==> src/sv/seglcd_pkg.sv <==
// Shared types, request codes and digit tables for the segment LCD buffer.
// No dependencies; every other file imports this package.
`default_nettype none

package seglcd_pkg;

   localparam int STORE_WORDS = 8;
   localparam int WORD_BITS   = 16;
   localparam int STORE_BITS  = STORE_WORDS * WORD_BITS;
   localparam int ADDR_W      = $clog2(STORE_WORDS);

   localparam logic [ADDR_W-1:0] LAST_WORD = ADDR_W'(STORE_WORDS - 1);

   // request codes
   localparam logic [2:0] REQ_SYMBOL = 3'd0;
   localparam logic [2:0] REQ_DIGIT  = 3'd1;
   localparam logic [2:0] REQ_CLEAR  = 3'd2;
   localparam logic [2:0] REQ_CMD    = 3'd3;
   localparam logic [2:0] REQ_NIBBLE = 3'd4;

   // frame constants
   localparam logic [15:0] HEADER_BITS  = 16'h0005;
   localparam logic [4:0]  HEADER_COUNT = 5'd9;
   localparam logic [4:0]  WORD_COUNT   = 5'd16;
   localparam logic [4:0]  CMD_COUNT    = 5'd12;
   localparam logic [4:0]  NIBBLE_COUNT = 5'd13;

   localparam logic [15:0] WORD_RESET_LOW  = 16'd10;
   localparam logic [15:0] WORD_RESET_HIGH = 16'd0;

   // digit layout
   localparam logic [7:0] SEG_MASK_A = 8'hEF;
   localparam logic [7:0] SEG_MASK_B = 8'h7F;
   localparam logic [2:0] EXTRA_A    = 3'd4;
   localparam logic [2:0] EXTRA_B    = 3'd7;
   localparam logic [3:0] CODE_BLANK = 4'd15;

   typedef struct packed {
      logic [2:0] req_type;
      logic [6:0] symbol_index;
      logic [3:0] digit_position;
      logic [3:0] digit_code;
      logic       show;
      logic [7:0] command_byte;
      logic [5:0] nibble_address;
      logic [3:0] nibble_data;
   } seglcd_req_type;

   typedef struct packed {
      logic [15:0] frame_bits;
      logic [4:0]  bit_count;
      logic        end_of_frame;
   } seglcd_rsp_type;

   // bits to clear, then bits to set, across the whole store
   typedef struct packed {
      logic [STORE_BITS-1:0] clr;
      logic [STORE_BITS-1:0] set;
   } seglcd_upd_type;

   typedef struct packed {
      logic                 en;
      logic [ADDR_W-1:0]    addr;
      logic [WORD_BITS-1:0] data;
   } seglcd_wr_type;

   function automatic logic [7:0] table_a(input logic [3:0] code);
      logic [7:0] pat;
      case (code)
         4'd0: pat = 8'hEB;
         4'd1: pat = 8'h60;
         4'd2: pat = 8'hC7;
         4'd3: pat = 8'hE5;
         4'd4: pat = 8'h6C;
         4'd5: pat = 8'hAD;
         4'd6: pat = 8'hAF;
         4'd7: pat = 8'hE0;
         4'd8: pat = 8'hEF;
         4'd9: pat = 8'hED;
         default: pat = 8'h00;
      endcase
      return pat;
   endfunction

   function automatic logic [7:0] table_b(input logic [3:0] code);
      logic [7:0] pat;
      case (code)
         4'd0: pat = 8'h7D;
         4'd1: pat = 8'h60;
         4'd2: pat = 8'h3E;
         4'd3: pat = 8'h7A;
         4'd4: pat = 8'h63;
         4'd5: pat = 8'h5B;
         4'd6: pat = 8'h5F;
         4'd7: pat = 8'h70;
         4'd8: pat = 8'h7F;
         4'd9: pat = 8'h7B;
         default: pat = 8'h00;
      endcase
      return pat;
   endfunction

   // bit offset of the wide digit places 4 to 9
   function automatic logic [6:0] wide_offset(input logic [3:0] place);
      logic [6:0] off;
      case (place)
         4'd4: off = 7'd44;
         4'd5: off = 7'd52;
         4'd6: off = 7'd60;
         4'd7: off = 7'd76;
         4'd8: off = 7'd84;
         4'd9: off = 7'd92;
         default: off = 7'd0;
      endcase
      return off;
   endfunction

endpackage

`default_nettype wire

==> src/sv/segment_lcd_buffer_serial_writer_unit.sv <==
// Segment LCD buffer with serial frame writer: top level and refresh sequencer.
// Depends on seglcd_pkg, seglcd_decode and seglcd_store.
`default_nettype none

// A request is taken when start is high and busy is low. Symbol, digit and
// clear-all requests each produce a refresh frame of nine chunks on
// consecutive cycles: the header chunk, then the eight store words, one word
// read, modified and written back per cycle through the single read port of
// the store RAM. Such a request holds busy until the last word; busy drops
// during the last word so the next request is taken without a gap. Raw
// command and raw nibble requests give one chunk and do not raise busy. Each
// chunk is built in the header, word or raw state and then registered onto
// rsp_payload, where it shows for exactly one cycle under rsp_strobe; the
// receiver cannot stall the block and must take every chunk as it comes.
// Unknown request types are taken and dropped without any chunk.
module segment_lcd_buffer_serial_writer_unit (
   input  wire logic                       clock,
   input  wire logic                       reset,
   input  wire logic                       start,
   output logic                            busy,
   input  wire seglcd_pkg::seglcd_req_type req_payload,
   output logic                            rsp_strobe,
   output seglcd_pkg::seglcd_rsp_type      rsp_payload
);
   import seglcd_pkg::*;

   typedef enum logic [3:0] {
      ST_IDLE = 4'b0001,
      ST_HEAD = 4'b0010,
      ST_WORD = 4'b0100,
      ST_RAW  = 4'b1000
   } state_type;

   state_type            state_ff, state_in;
   logic [ADDR_W-1:0]    word_ff, word_in;
   logic                 rsp_valid_ff, rsp_valid_in;
   seglcd_rsp_type       rsp_ff, rsp_in;
   seglcd_upd_type       upd_ff, upd_in;
   seglcd_rsp_type       raw_ff, raw_in;

   seglcd_upd_type       dec_upd;
   seglcd_rsp_type       dec_raw;
   seglcd_wr_type        wr;
   logic [ADDR_W-1:0]    rd_addr;
   logic [WORD_BITS-1:0] rd_data;
   logic [WORD_BITS-1:0] clr_word;
   logic [WORD_BITS-1:0] set_word;
   logic [WORD_BITS-1:0] new_word;
   logic                 accept;

   seglcd_decode u_decode (
      .req (req_payload),
      .upd (dec_upd),
      .raw (dec_raw)
   );

   seglcd_store u_store (
      .clock   (clock),
      .reset   (reset),
      .rd_addr (rd_addr),
      .rd_data (rd_data),
      .wr      (wr)
   );

   assign busy   = (state_ff == ST_HEAD) || (state_ff == ST_WORD && word_ff != LAST_WORD);
   assign accept = start && !busy;

   assign clr_word = upd_ff.clr[{word_ff, 4'b0000} +: WORD_BITS];
   assign set_word = upd_ff.set[{word_ff, 4'b0000} +: WORD_BITS];
   assign new_word = (rd_data & ~clr_word) | set_word;

   assign upd_in = accept ? dec_upd : upd_ff;
   assign raw_in = accept ? dec_raw : raw_ff;

   always_comb begin
      state_in     = state_ff;
      word_in      = word_ff;
      rsp_valid_in = 1'b0;
      rsp_in       = rsp_ff;
      rd_addr      = '0;
      wr.en        = 1'b0;
      wr.addr      = word_ff;
      wr.data      = new_word;

      unique case (state_ff)
         ST_IDLE: begin
            state_in = ST_IDLE;
         end
         ST_HEAD: begin
            rsp_valid_in = 1'b1;
            rsp_in       = '{frame_bits: HEADER_BITS, bit_count: HEADER_COUNT,
                             end_of_frame: 1'b0};
            rd_addr      = '0;
            word_in      = '0;
            state_in     = ST_WORD;
         end
         ST_WORD: begin
            // write back the modified word and fetch the next one
            wr.en        = 1'b1;
            rsp_valid_in = 1'b1;
            rsp_in       = '{frame_bits: new_word, bit_count: WORD_COUNT,
                             end_of_frame: (word_ff == LAST_WORD)};
            rd_addr      = word_ff + ADDR_W'(1);
            word_in      = word_ff + ADDR_W'(1);
            if (word_ff == LAST_WORD) begin
               state_in = ST_IDLE;
            end
         end
         ST_RAW: begin
            rsp_valid_in = 1'b1;
            rsp_in       = raw_ff;
            state_in     = ST_IDLE;
         end
         default: begin
            state_in = ST_IDLE;
         end
      endcase

      if (accept) begin
         case (req_payload.req_type) inside
            REQ_SYMBOL, REQ_DIGIT, REQ_CLEAR: state_in = ST_HEAD;
            REQ_CMD, REQ_NIBBLE:              state_in = ST_RAW;
            default:                          state_in = ST_IDLE;
         endcase
      end
   end

   always_ff @(posedge clock) begin
      if (reset) begin
         state_ff     <= ST_IDLE;
         word_ff      <= '0;
         rsp_valid_ff <= 1'b0;
      end else begin
         state_ff     <= state_in;
         word_ff      <= word_in;
         rsp_valid_ff <= rsp_valid_in;
      end
   end

   always_ff @(posedge clock) begin
      rsp_ff <= rsp_in;
      upd_ff <= upd_in;
      raw_ff <= raw_in;
   end

   assign rsp_strobe  = rsp_valid_ff;
   assign rsp_payload = rsp_ff;

endmodule

`default_nettype wire

==> src/sv/seglcd_store.sv <==
// Segment store: eight 16-bit words in a synchronous RAM, one read and one write port.
// Per-word valid bits give the reset contents until a word is first written.
// Depends on seglcd_pkg.
`default_nettype none

module seglcd_store (
   input  wire logic                             clock,
   input  wire logic                             reset,
   input  wire logic [seglcd_pkg::ADDR_W-1:0]    rd_addr,
   output logic      [seglcd_pkg::WORD_BITS-1:0] rd_data,
   input  wire seglcd_pkg::seglcd_wr_type        wr
);
   import seglcd_pkg::*;

   logic [WORD_BITS-1:0]   mem [STORE_WORDS];
   logic [STORE_WORDS-1:0] valid_ff;
   logic [WORD_BITS-1:0]   rd_word_ff;
   logic                   rd_valid_ff;
   logic [ADDR_W-1:0]      rd_addr_ff;

   always_ff @(posedge clock) begin
      if (wr.en) begin
         mem[wr.addr] <= wr.data;
      end
      rd_word_ff <= mem[rd_addr];
      rd_addr_ff <= rd_addr;
   end

   always_ff @(posedge clock) begin
      if (reset) begin
         valid_ff    <= '0;
         rd_valid_ff <= 1'b0;
      end else begin
         if (wr.en) begin
            valid_ff[wr.addr] <= 1'b1;
         end
         rd_valid_ff <= valid_ff[rd_addr];
      end
   end

   // unwritten words read as their reset value: low half of the store holds 10
   always_comb begin
      if (rd_valid_ff) begin
         rd_data = rd_word_ff;
      end else if (rd_addr_ff < ADDR_W'(STORE_WORDS / 2)) begin
         rd_data = WORD_RESET_LOW;
      end else begin
         rd_data = WORD_RESET_HIGH;
      end
   end

endmodule

`default_nettype wire

==> src/sv/seglcd_decode.sv <==
// Request decoder: turns one request into store clear/set masks and a raw frame chunk.
// Depends on seglcd_pkg (tables, codes, structs).
`default_nettype none

module seglcd_decode (
   input  wire seglcd_pkg::seglcd_req_type req,
   output seglcd_pkg::seglcd_upd_type      upd,
   output seglcd_pkg::seglcd_rsp_type      raw
);
   import seglcd_pkg::*;

   logic [STORE_BITS-1:0] one_hot;
   logic [6:0]            offset;
   logic [7:0]            seg_mask;
   logic [7:0]            pattern;
   logic [2:0]            extra;
   logic                  place_ok;
   logic                  known;
   logic [STORE_BITS-1:0] seg_wide;
   logic [STORE_BITS-1:0] pat_wide;
   logic [STORE_BITS-1:0] extra_wide;

   assign one_hot = {{(STORE_BITS-1){1'b0}}, 1'b1} << req.symbol_index;
   assign known   = (req.digit_code < 4'd10);

   always_comb begin
      if (req.digit_position < 4'd4) begin
         place_ok = 1'b1;
         offset   = {req.digit_position[1:0], 3'b000};
         seg_mask = SEG_MASK_A;
         extra    = EXTRA_A;
         pattern  = table_a(req.digit_code);
      end else if (req.digit_position < 4'd10) begin
         place_ok = 1'b1;
         offset   = wide_offset(req.digit_position);
         seg_mask = SEG_MASK_B;
         extra    = EXTRA_B;
         pattern  = table_b(req.digit_code);
      end else begin
         place_ok = 1'b0;
         offset   = 7'd0;
         seg_mask = 8'h00;
         extra    = 3'd0;
         pattern  = 8'h00;
      end
   end

   assign seg_wide   = STORE_BITS'(seg_mask) << offset;
   assign pat_wide   = STORE_BITS'(pattern & seg_mask) << offset;
   assign extra_wide = STORE_BITS'(8'h01 << extra) << offset;

   always_comb begin
      upd.clr = '0;
      upd.set = '0;
      unique case (req.req_type)
         REQ_SYMBOL: begin
            upd.clr = one_hot;
            upd.set = req.show ? one_hot : '0;
         end
         REQ_DIGIT: begin
            if (place_ok) begin
               upd.clr = seg_wide;
               if (req.show && req.digit_code == CODE_BLANK) begin
                  upd.clr = seg_wide | extra_wide;
               end
               if (req.show && known) begin
                  upd.set = pat_wide;
               end
            end
         end
         REQ_CLEAR: begin
            upd.clr = '1;
         end
         default: begin
            upd.clr = '0;
         end
      endcase
   end

   // raw frames: start bits, address or command MSB first, data LSB first
   always_comb begin
      raw.end_of_frame = 1'b1;
      if (req.req_type == REQ_NIBBLE) begin
         raw.frame_bits = {3'b000, req.nibble_data,
                           req.nibble_address[0], req.nibble_address[1],
                           req.nibble_address[2], req.nibble_address[3],
                           req.nibble_address[4], req.nibble_address[5],
                           3'b101};
         raw.bit_count  = NIBBLE_COUNT;
      end else begin
         raw.frame_bits = {4'b0000, req.command_byte[0],
                           req.command_byte[0], req.command_byte[1],
                           req.command_byte[2], req.command_byte[3],
                           req.command_byte[4], req.command_byte[5],
                           req.command_byte[6], req.command_byte[7],
                           3'b001};
         raw.bit_count  = CMD_COUNT;
      end
   end

endmodule

`default_nettype wire
==> config.mk <==
export PLATFORM = sky130hd
export DESIGN_NAME = segment_lcd_buffer_serial_writer_unit
export DESIGN_NICKNAME = d
export VERILOG_FILES = /design/src/sv/seglcd_pkg.sv /design/src/sv/segment_lcd_buffer_serial_writer_unit.sv /design/src/sv/seglcd_store.sv /design/src/sv/seglcd_decode.sv
export SDC_FILE = /design/constraint.sdc
export NUM_CORES = 1
export LEC_CHECK = 0
export BUFFER_PORTS_ARGS = -buffer_cell sky130_fd_sc_hd__buf_2
export CAP_MARGIN = 10
export CORE_UTILIZATION = 30
export CTS_BUF_LIST = sky130_fd_sc_hd__clkbuf_4 sky130_fd_sc_hd__clkbuf_8
export CTS_CLUSTER_DIAMETER = 120
export DETAILED_ROUTE_END_ITERATION = 8
export PLACE_DENSITY = 0.5
export SLEW_MARGIN = 20
export SYNTH_ARGS = -nofsm -noshare
export SYNTH_HDL_FRONTEND = slang
export SYNTH_SLANG_ARGS = --single-unit
==> constraint.sdc <==
create_clock -name clock -period 11.1 [get_ports clock]
set_input_delay 2.775 -clock clock [delete_from_list [all_inputs] [get_ports clock]]
set_output_delay 2.775 -clock clock [all_outputs]
set_load 0.05 [all_outputs]
==> results <==
- The share of total power dissipated in sequential elements is 0.530.
- At the pin with the least slew margin, the transition time is around 1.1 ns.
- The kind of cell with the highest combined delay along the critical path is flip-flops.
- Among all flip-flop cells after synthesis, the most frequent one is edfxtp_1.
- The die covers 67830 um^2.
- The startpoint of the tightest hold check path is u_store.valid_ff[5]$_SDFFE_PP0P_.
- The maximum buffer depth of the clock tree is 3.
- The area of the core is 65980 um^2.
- The routed layout has ~14000 vias.
- The number of synthesized flops with an enable pin is 416.
- Counting stages on the worst path, the most repeated cell is ha_1.
- For this run, the number of standard cells in the final layout without fillers is approximately 2500.
- STA classifies the critical path endpoint as an output pin.
- Walking the worst path, the cells encountered are ha_1 > ha_1 > nor2b_1 > o21ai_0 > inv_1 > buf_2.
- The number of remaining DRC errors is 14.
- For this design, the CTS-stage hold fixing added 0 buffers.
- The origin of the critical flop-to-flop path is word_ff[1]$_SDFFE_PP0P_.
- The combined area of all synthesized cells is 20040 um^2.
- The placer congestion estimate is 0.9512.
- The worst reg-to-reg setup slack is between 6 and 7 ns.
- The area share of the largest cell type after synthesis is 0.6234.
- Counting flops with an async set or reset pin after synthesis yields a share of 0.
- The mean cell area of the mapped netlist is 12.84 um^2.
- The synthesized netlist net count is 1609.
- The initial antenna violation count is 2.
- The final-report hold violation count is 0.
- The leftover overflow at the end of global routing is 0.
- The run finished, with violations left.
- Pin placement for this block handled 64 I/O pins.
- The root buffer cell chosen for the clock tree is clkbuf_8.
- The Yosys step of the flow raised 0 warnings.
- The leakage dissipation is 7.321 nW.
- The first-pass GRT wire length is 92950 um.
- The clock tree from TritonCTS is built.
- The worst hold path was traced through 2 stages.
- In the final design database the tool counted 1655 nets.
- Yosys attributes the largest share of cell area to edfxtp_1 62%, mux2i_1 4.4%, o21ai_0 3.6%.
- In this run, the number of DRC markers left after iteration 0 of detailed routing was about 1600.
- The ratio of cells with drive above 1 in the final layout is 0.1807.
- For the worst setup path, the data arrival time is ~2.7 ns.
- The min-delay analysis places its worst path in the category reg -> reg.
- Fill cells in the final layout number 6480.
- The clock edge transition at the registers on the reported setup and hold paths is 0.06 ns.
- Counting both buffers and inverters, the worst setup path holds a total of 2.
- In this run the remaining antenna-violating nets after routing total 0.
- The type of element launching the critical path is a register.
- Dividing total power by cell area gives a power density of 160.3 nW/um^2.
- Compared with the post-synthesis result, the final layout area differs by 12.87%.
- The pre-antenna-repair detailed-routing pass consisted of 7 iterations.
- The routed wire length per instance is 25.28 um.
- Entering global routing, the biggest net connects roughly 140 pins.
- The count of buffers from port buffering is 62.
- The number of gates resized after CTS was 0.
- The via count of the first global-routing pass is roughly 13000.
- Across the VDD grid, the largest voltage drop is 88.72 uV.
- The aggregate routed wire length is 64000 um.
- Between clock sinks in the finished design, the worst skew comes to 0.03014 ns.
- The gate count after technology mapping is 1561.
- The synthesized design spends more area on one cell type than any other, namely edfxtp_1.
- The most common library cell in the layout ignoring fill and taps is edfxtp_1.
- The number of placed instances, taps included, is 2390.
- Detailed placement finished with a half-perimeter wire length of approximately 41000 um.
- The total setup violations reported at the end of the flow is 0.
- The worst-path cell with the longest stage delay is dfxtp_4.
- Setup repair after global routing left no endpoint under its margin.
- The number of maximum-capacitance constraint violations is 0.
- In the finished design, the share of the clock period the worst path needs comes to 0.4937.
- Summed over all nets, the switching power comes to 0.0008392 W.
- The worst setup path startpoint is word_ff[1]$_SDFFE_PP0P_.
- The endpoint of the worst register-to-register path is upd_ff[217]$_DFFE_PP_.
- The starting density of the core is 0.3037.
- The fmax is about 180 MHz.
- The post-route minimum period is ~5.5 ns.
- The worst slew margin relative to its limit is 0.2332.
- For this run, the register share of the synthesized area comes to 0.6574.
- The later-pin clock latency in the skew report is 0.67 ns.
- The final reports fail on DRC.
- The internal power component is 0.002787 W.
- The buffer count from post-CTS setup fixing is 0.
- The row count is 94.
- The synthesized design contains between 400 and 500 register bits.
- The number of clock sinks seen by CTS is 450.
- By startpoint and endpoint, the worst setup path is classified as reg -> out.
- The die span in y is 260.4 um.
- The highest fanout seen on the critical path is 44.
- The total global routing track utilization is 0.1886.
- The horizontal extent of the die is between 200 and 300 um.
- The depth of the worst register-to-register path is 7.
- Setup total negative slack on the finished layout was measured at 0 ns.
- In the layout the commonest cells are 416 x edfxtp_1, 157 x nand2_1, 142 x o21ai_0.
- The required time of the critical path is 8.33 ns.
- The part of the total power dissipated in the clock network is 0.422.
- The H-tree generated during clock tree synthesis spans 3 levels.
- The via density per instance is 5.404.
- The CTS buffer count is 78.
- The switching share of total power is 0.2314.
- The number of pins exceeding their max-slew limit in the final report is 0.
- The synthesized netlist contains 73 unique library cells.
- The worst hold endpoint is u_store.valid_ff[5]$_SDFFE_PP0P_.
- Of the total power, combinational logic draws 0.048.
- The delay contributed by the slowest stage of the critical path is 0.75 ns.
[stage by stage]
stage          area, um^2  total power (W)  utilization  hold slack [ns]  setup slack [ns]
6_report            22620         0.003627       0.3428           0.4736             5.620
3_5_place_dp        21040         0.002128       0.3189           0.4583             5.809
2_1_floorplan       20040         0.002063            -           0.4346             2.479
4_1_cts             22590         0.003650       0.3424           0.4727             5.505
3_3_place_gp        21030         0.002124       0.3188           0.4484             5.829
5_1_grt             22610         0.003733       0.3427           0.4892             5.351
[cell usage after synthesis (20+ instances only)]
cell,count
edfxtp_1,416
nand2_1,157
o21ai_0,143
nor2_1,123
mux2i_1,88
o22ai_1,77
clkbuf_1,60
nand3_1,52
a21oi_1,41
buf_2,35
dfxtp_1,34
mux2_2,28
nand2b_1,23
o221ai_1,22
and3_1,20
[cell type report]
type	count	area, um^2	area share
Clock buffer	117	1416	0.06262
Inverter	17	72.57	0.003209
Sequential cell	450	13180	0.5828
Multi-Input combinational cell	974	6227	0.2753
Timing Repair Buffer	86	501.7	0.02218
Antenna cell	1	2.502	0.0001106
Clock inverter	22	133.9	0.005919
Tap cell	864	1081	0.04780
[cells by family (layout without fill, tap and decap cells)]
kind of cell / after synthesis / count (layout) / share of synthesized area
muxes: 133 / 133 / 0.07843
adders and majority gates: 8 / 8 / 0.004996
buffers and inverters: 137 / 242 / 0.03334
other: 1 / 2 / 0.0001871
and+or+nand+nor: 457 / 457 / 0.1080
AOI/OAI and AO/OA: 373 / 373 / 0.1168
DFF: 450 / 450 / 0.6574
xor gates and xnor gates: 2 / 2 / 0.0008743
[power groups by stage]
stage	combinational, W	sequential, W	clock [W]
after floorplan	0.0000989	0.00196	0
after global placement	0.000168	0.00196	0
after detailed placement	0.000171	0.00196	0
after CTS	0.000171	0.00192	0.00156
after global routing	0.000185	0.00193	0.00162
final	0.000174	0.00192	0.00153
[worst reg2reg max path, stage by stage (launching register included)]
cell and delay, ns:
dfxtp_4 0.75, ha_1 0.28, ha_1 0.28, nor2b_1 0.07, o21ai_0 0.37, nand2_1 0.33, inv_8 0.73, buf_4 1.06
[how the worst max path moves through the flow]
stage	to	slack, ns	depth (start not counted)
4_1_cts	busy	5.51	6
6_report	busy	5.62	6
3_5_place_dp	upd_ff[208]$_DFFE_PP_	5.81	4
2_1_floorplan	raw_ff[10]$_DFFE_PP_	2.48	2
3_3_place_gp	upd_ff[192]$_DFFE_PP_	5.83	4
5_1_grt	busy	5.35	6
[per-layer routing]
metal  up-vias  share of wire  global-route usage
li1       6068              -                   -
met1      6958           0.45              0.2675
met2       541           0.46              0.2899
met3       108          0.064             0.03419
met4         2          0.028             0.06205
met5         -        0.00020                   0
[sequential cells by signal (all words and copies together) (netlist names)]
| name | cells |
|---|---|
| u_store.mem | 128 |
| u_store.rd_valid_ff | 1 |
| u_store.valid_ff | 8 |
| word_ff | 3 |
| rsp_strobe | 1 |
| rsp_payload | 21 |
| state_ff | 4 |
| raw_ff | 11 |
| u_store.rd_addr_ff | 1 |
| u_store.rd_word_ff | 16 |
| upd_ff | 256 |
No activity file was read; power rests on OpenSTA's default activity.
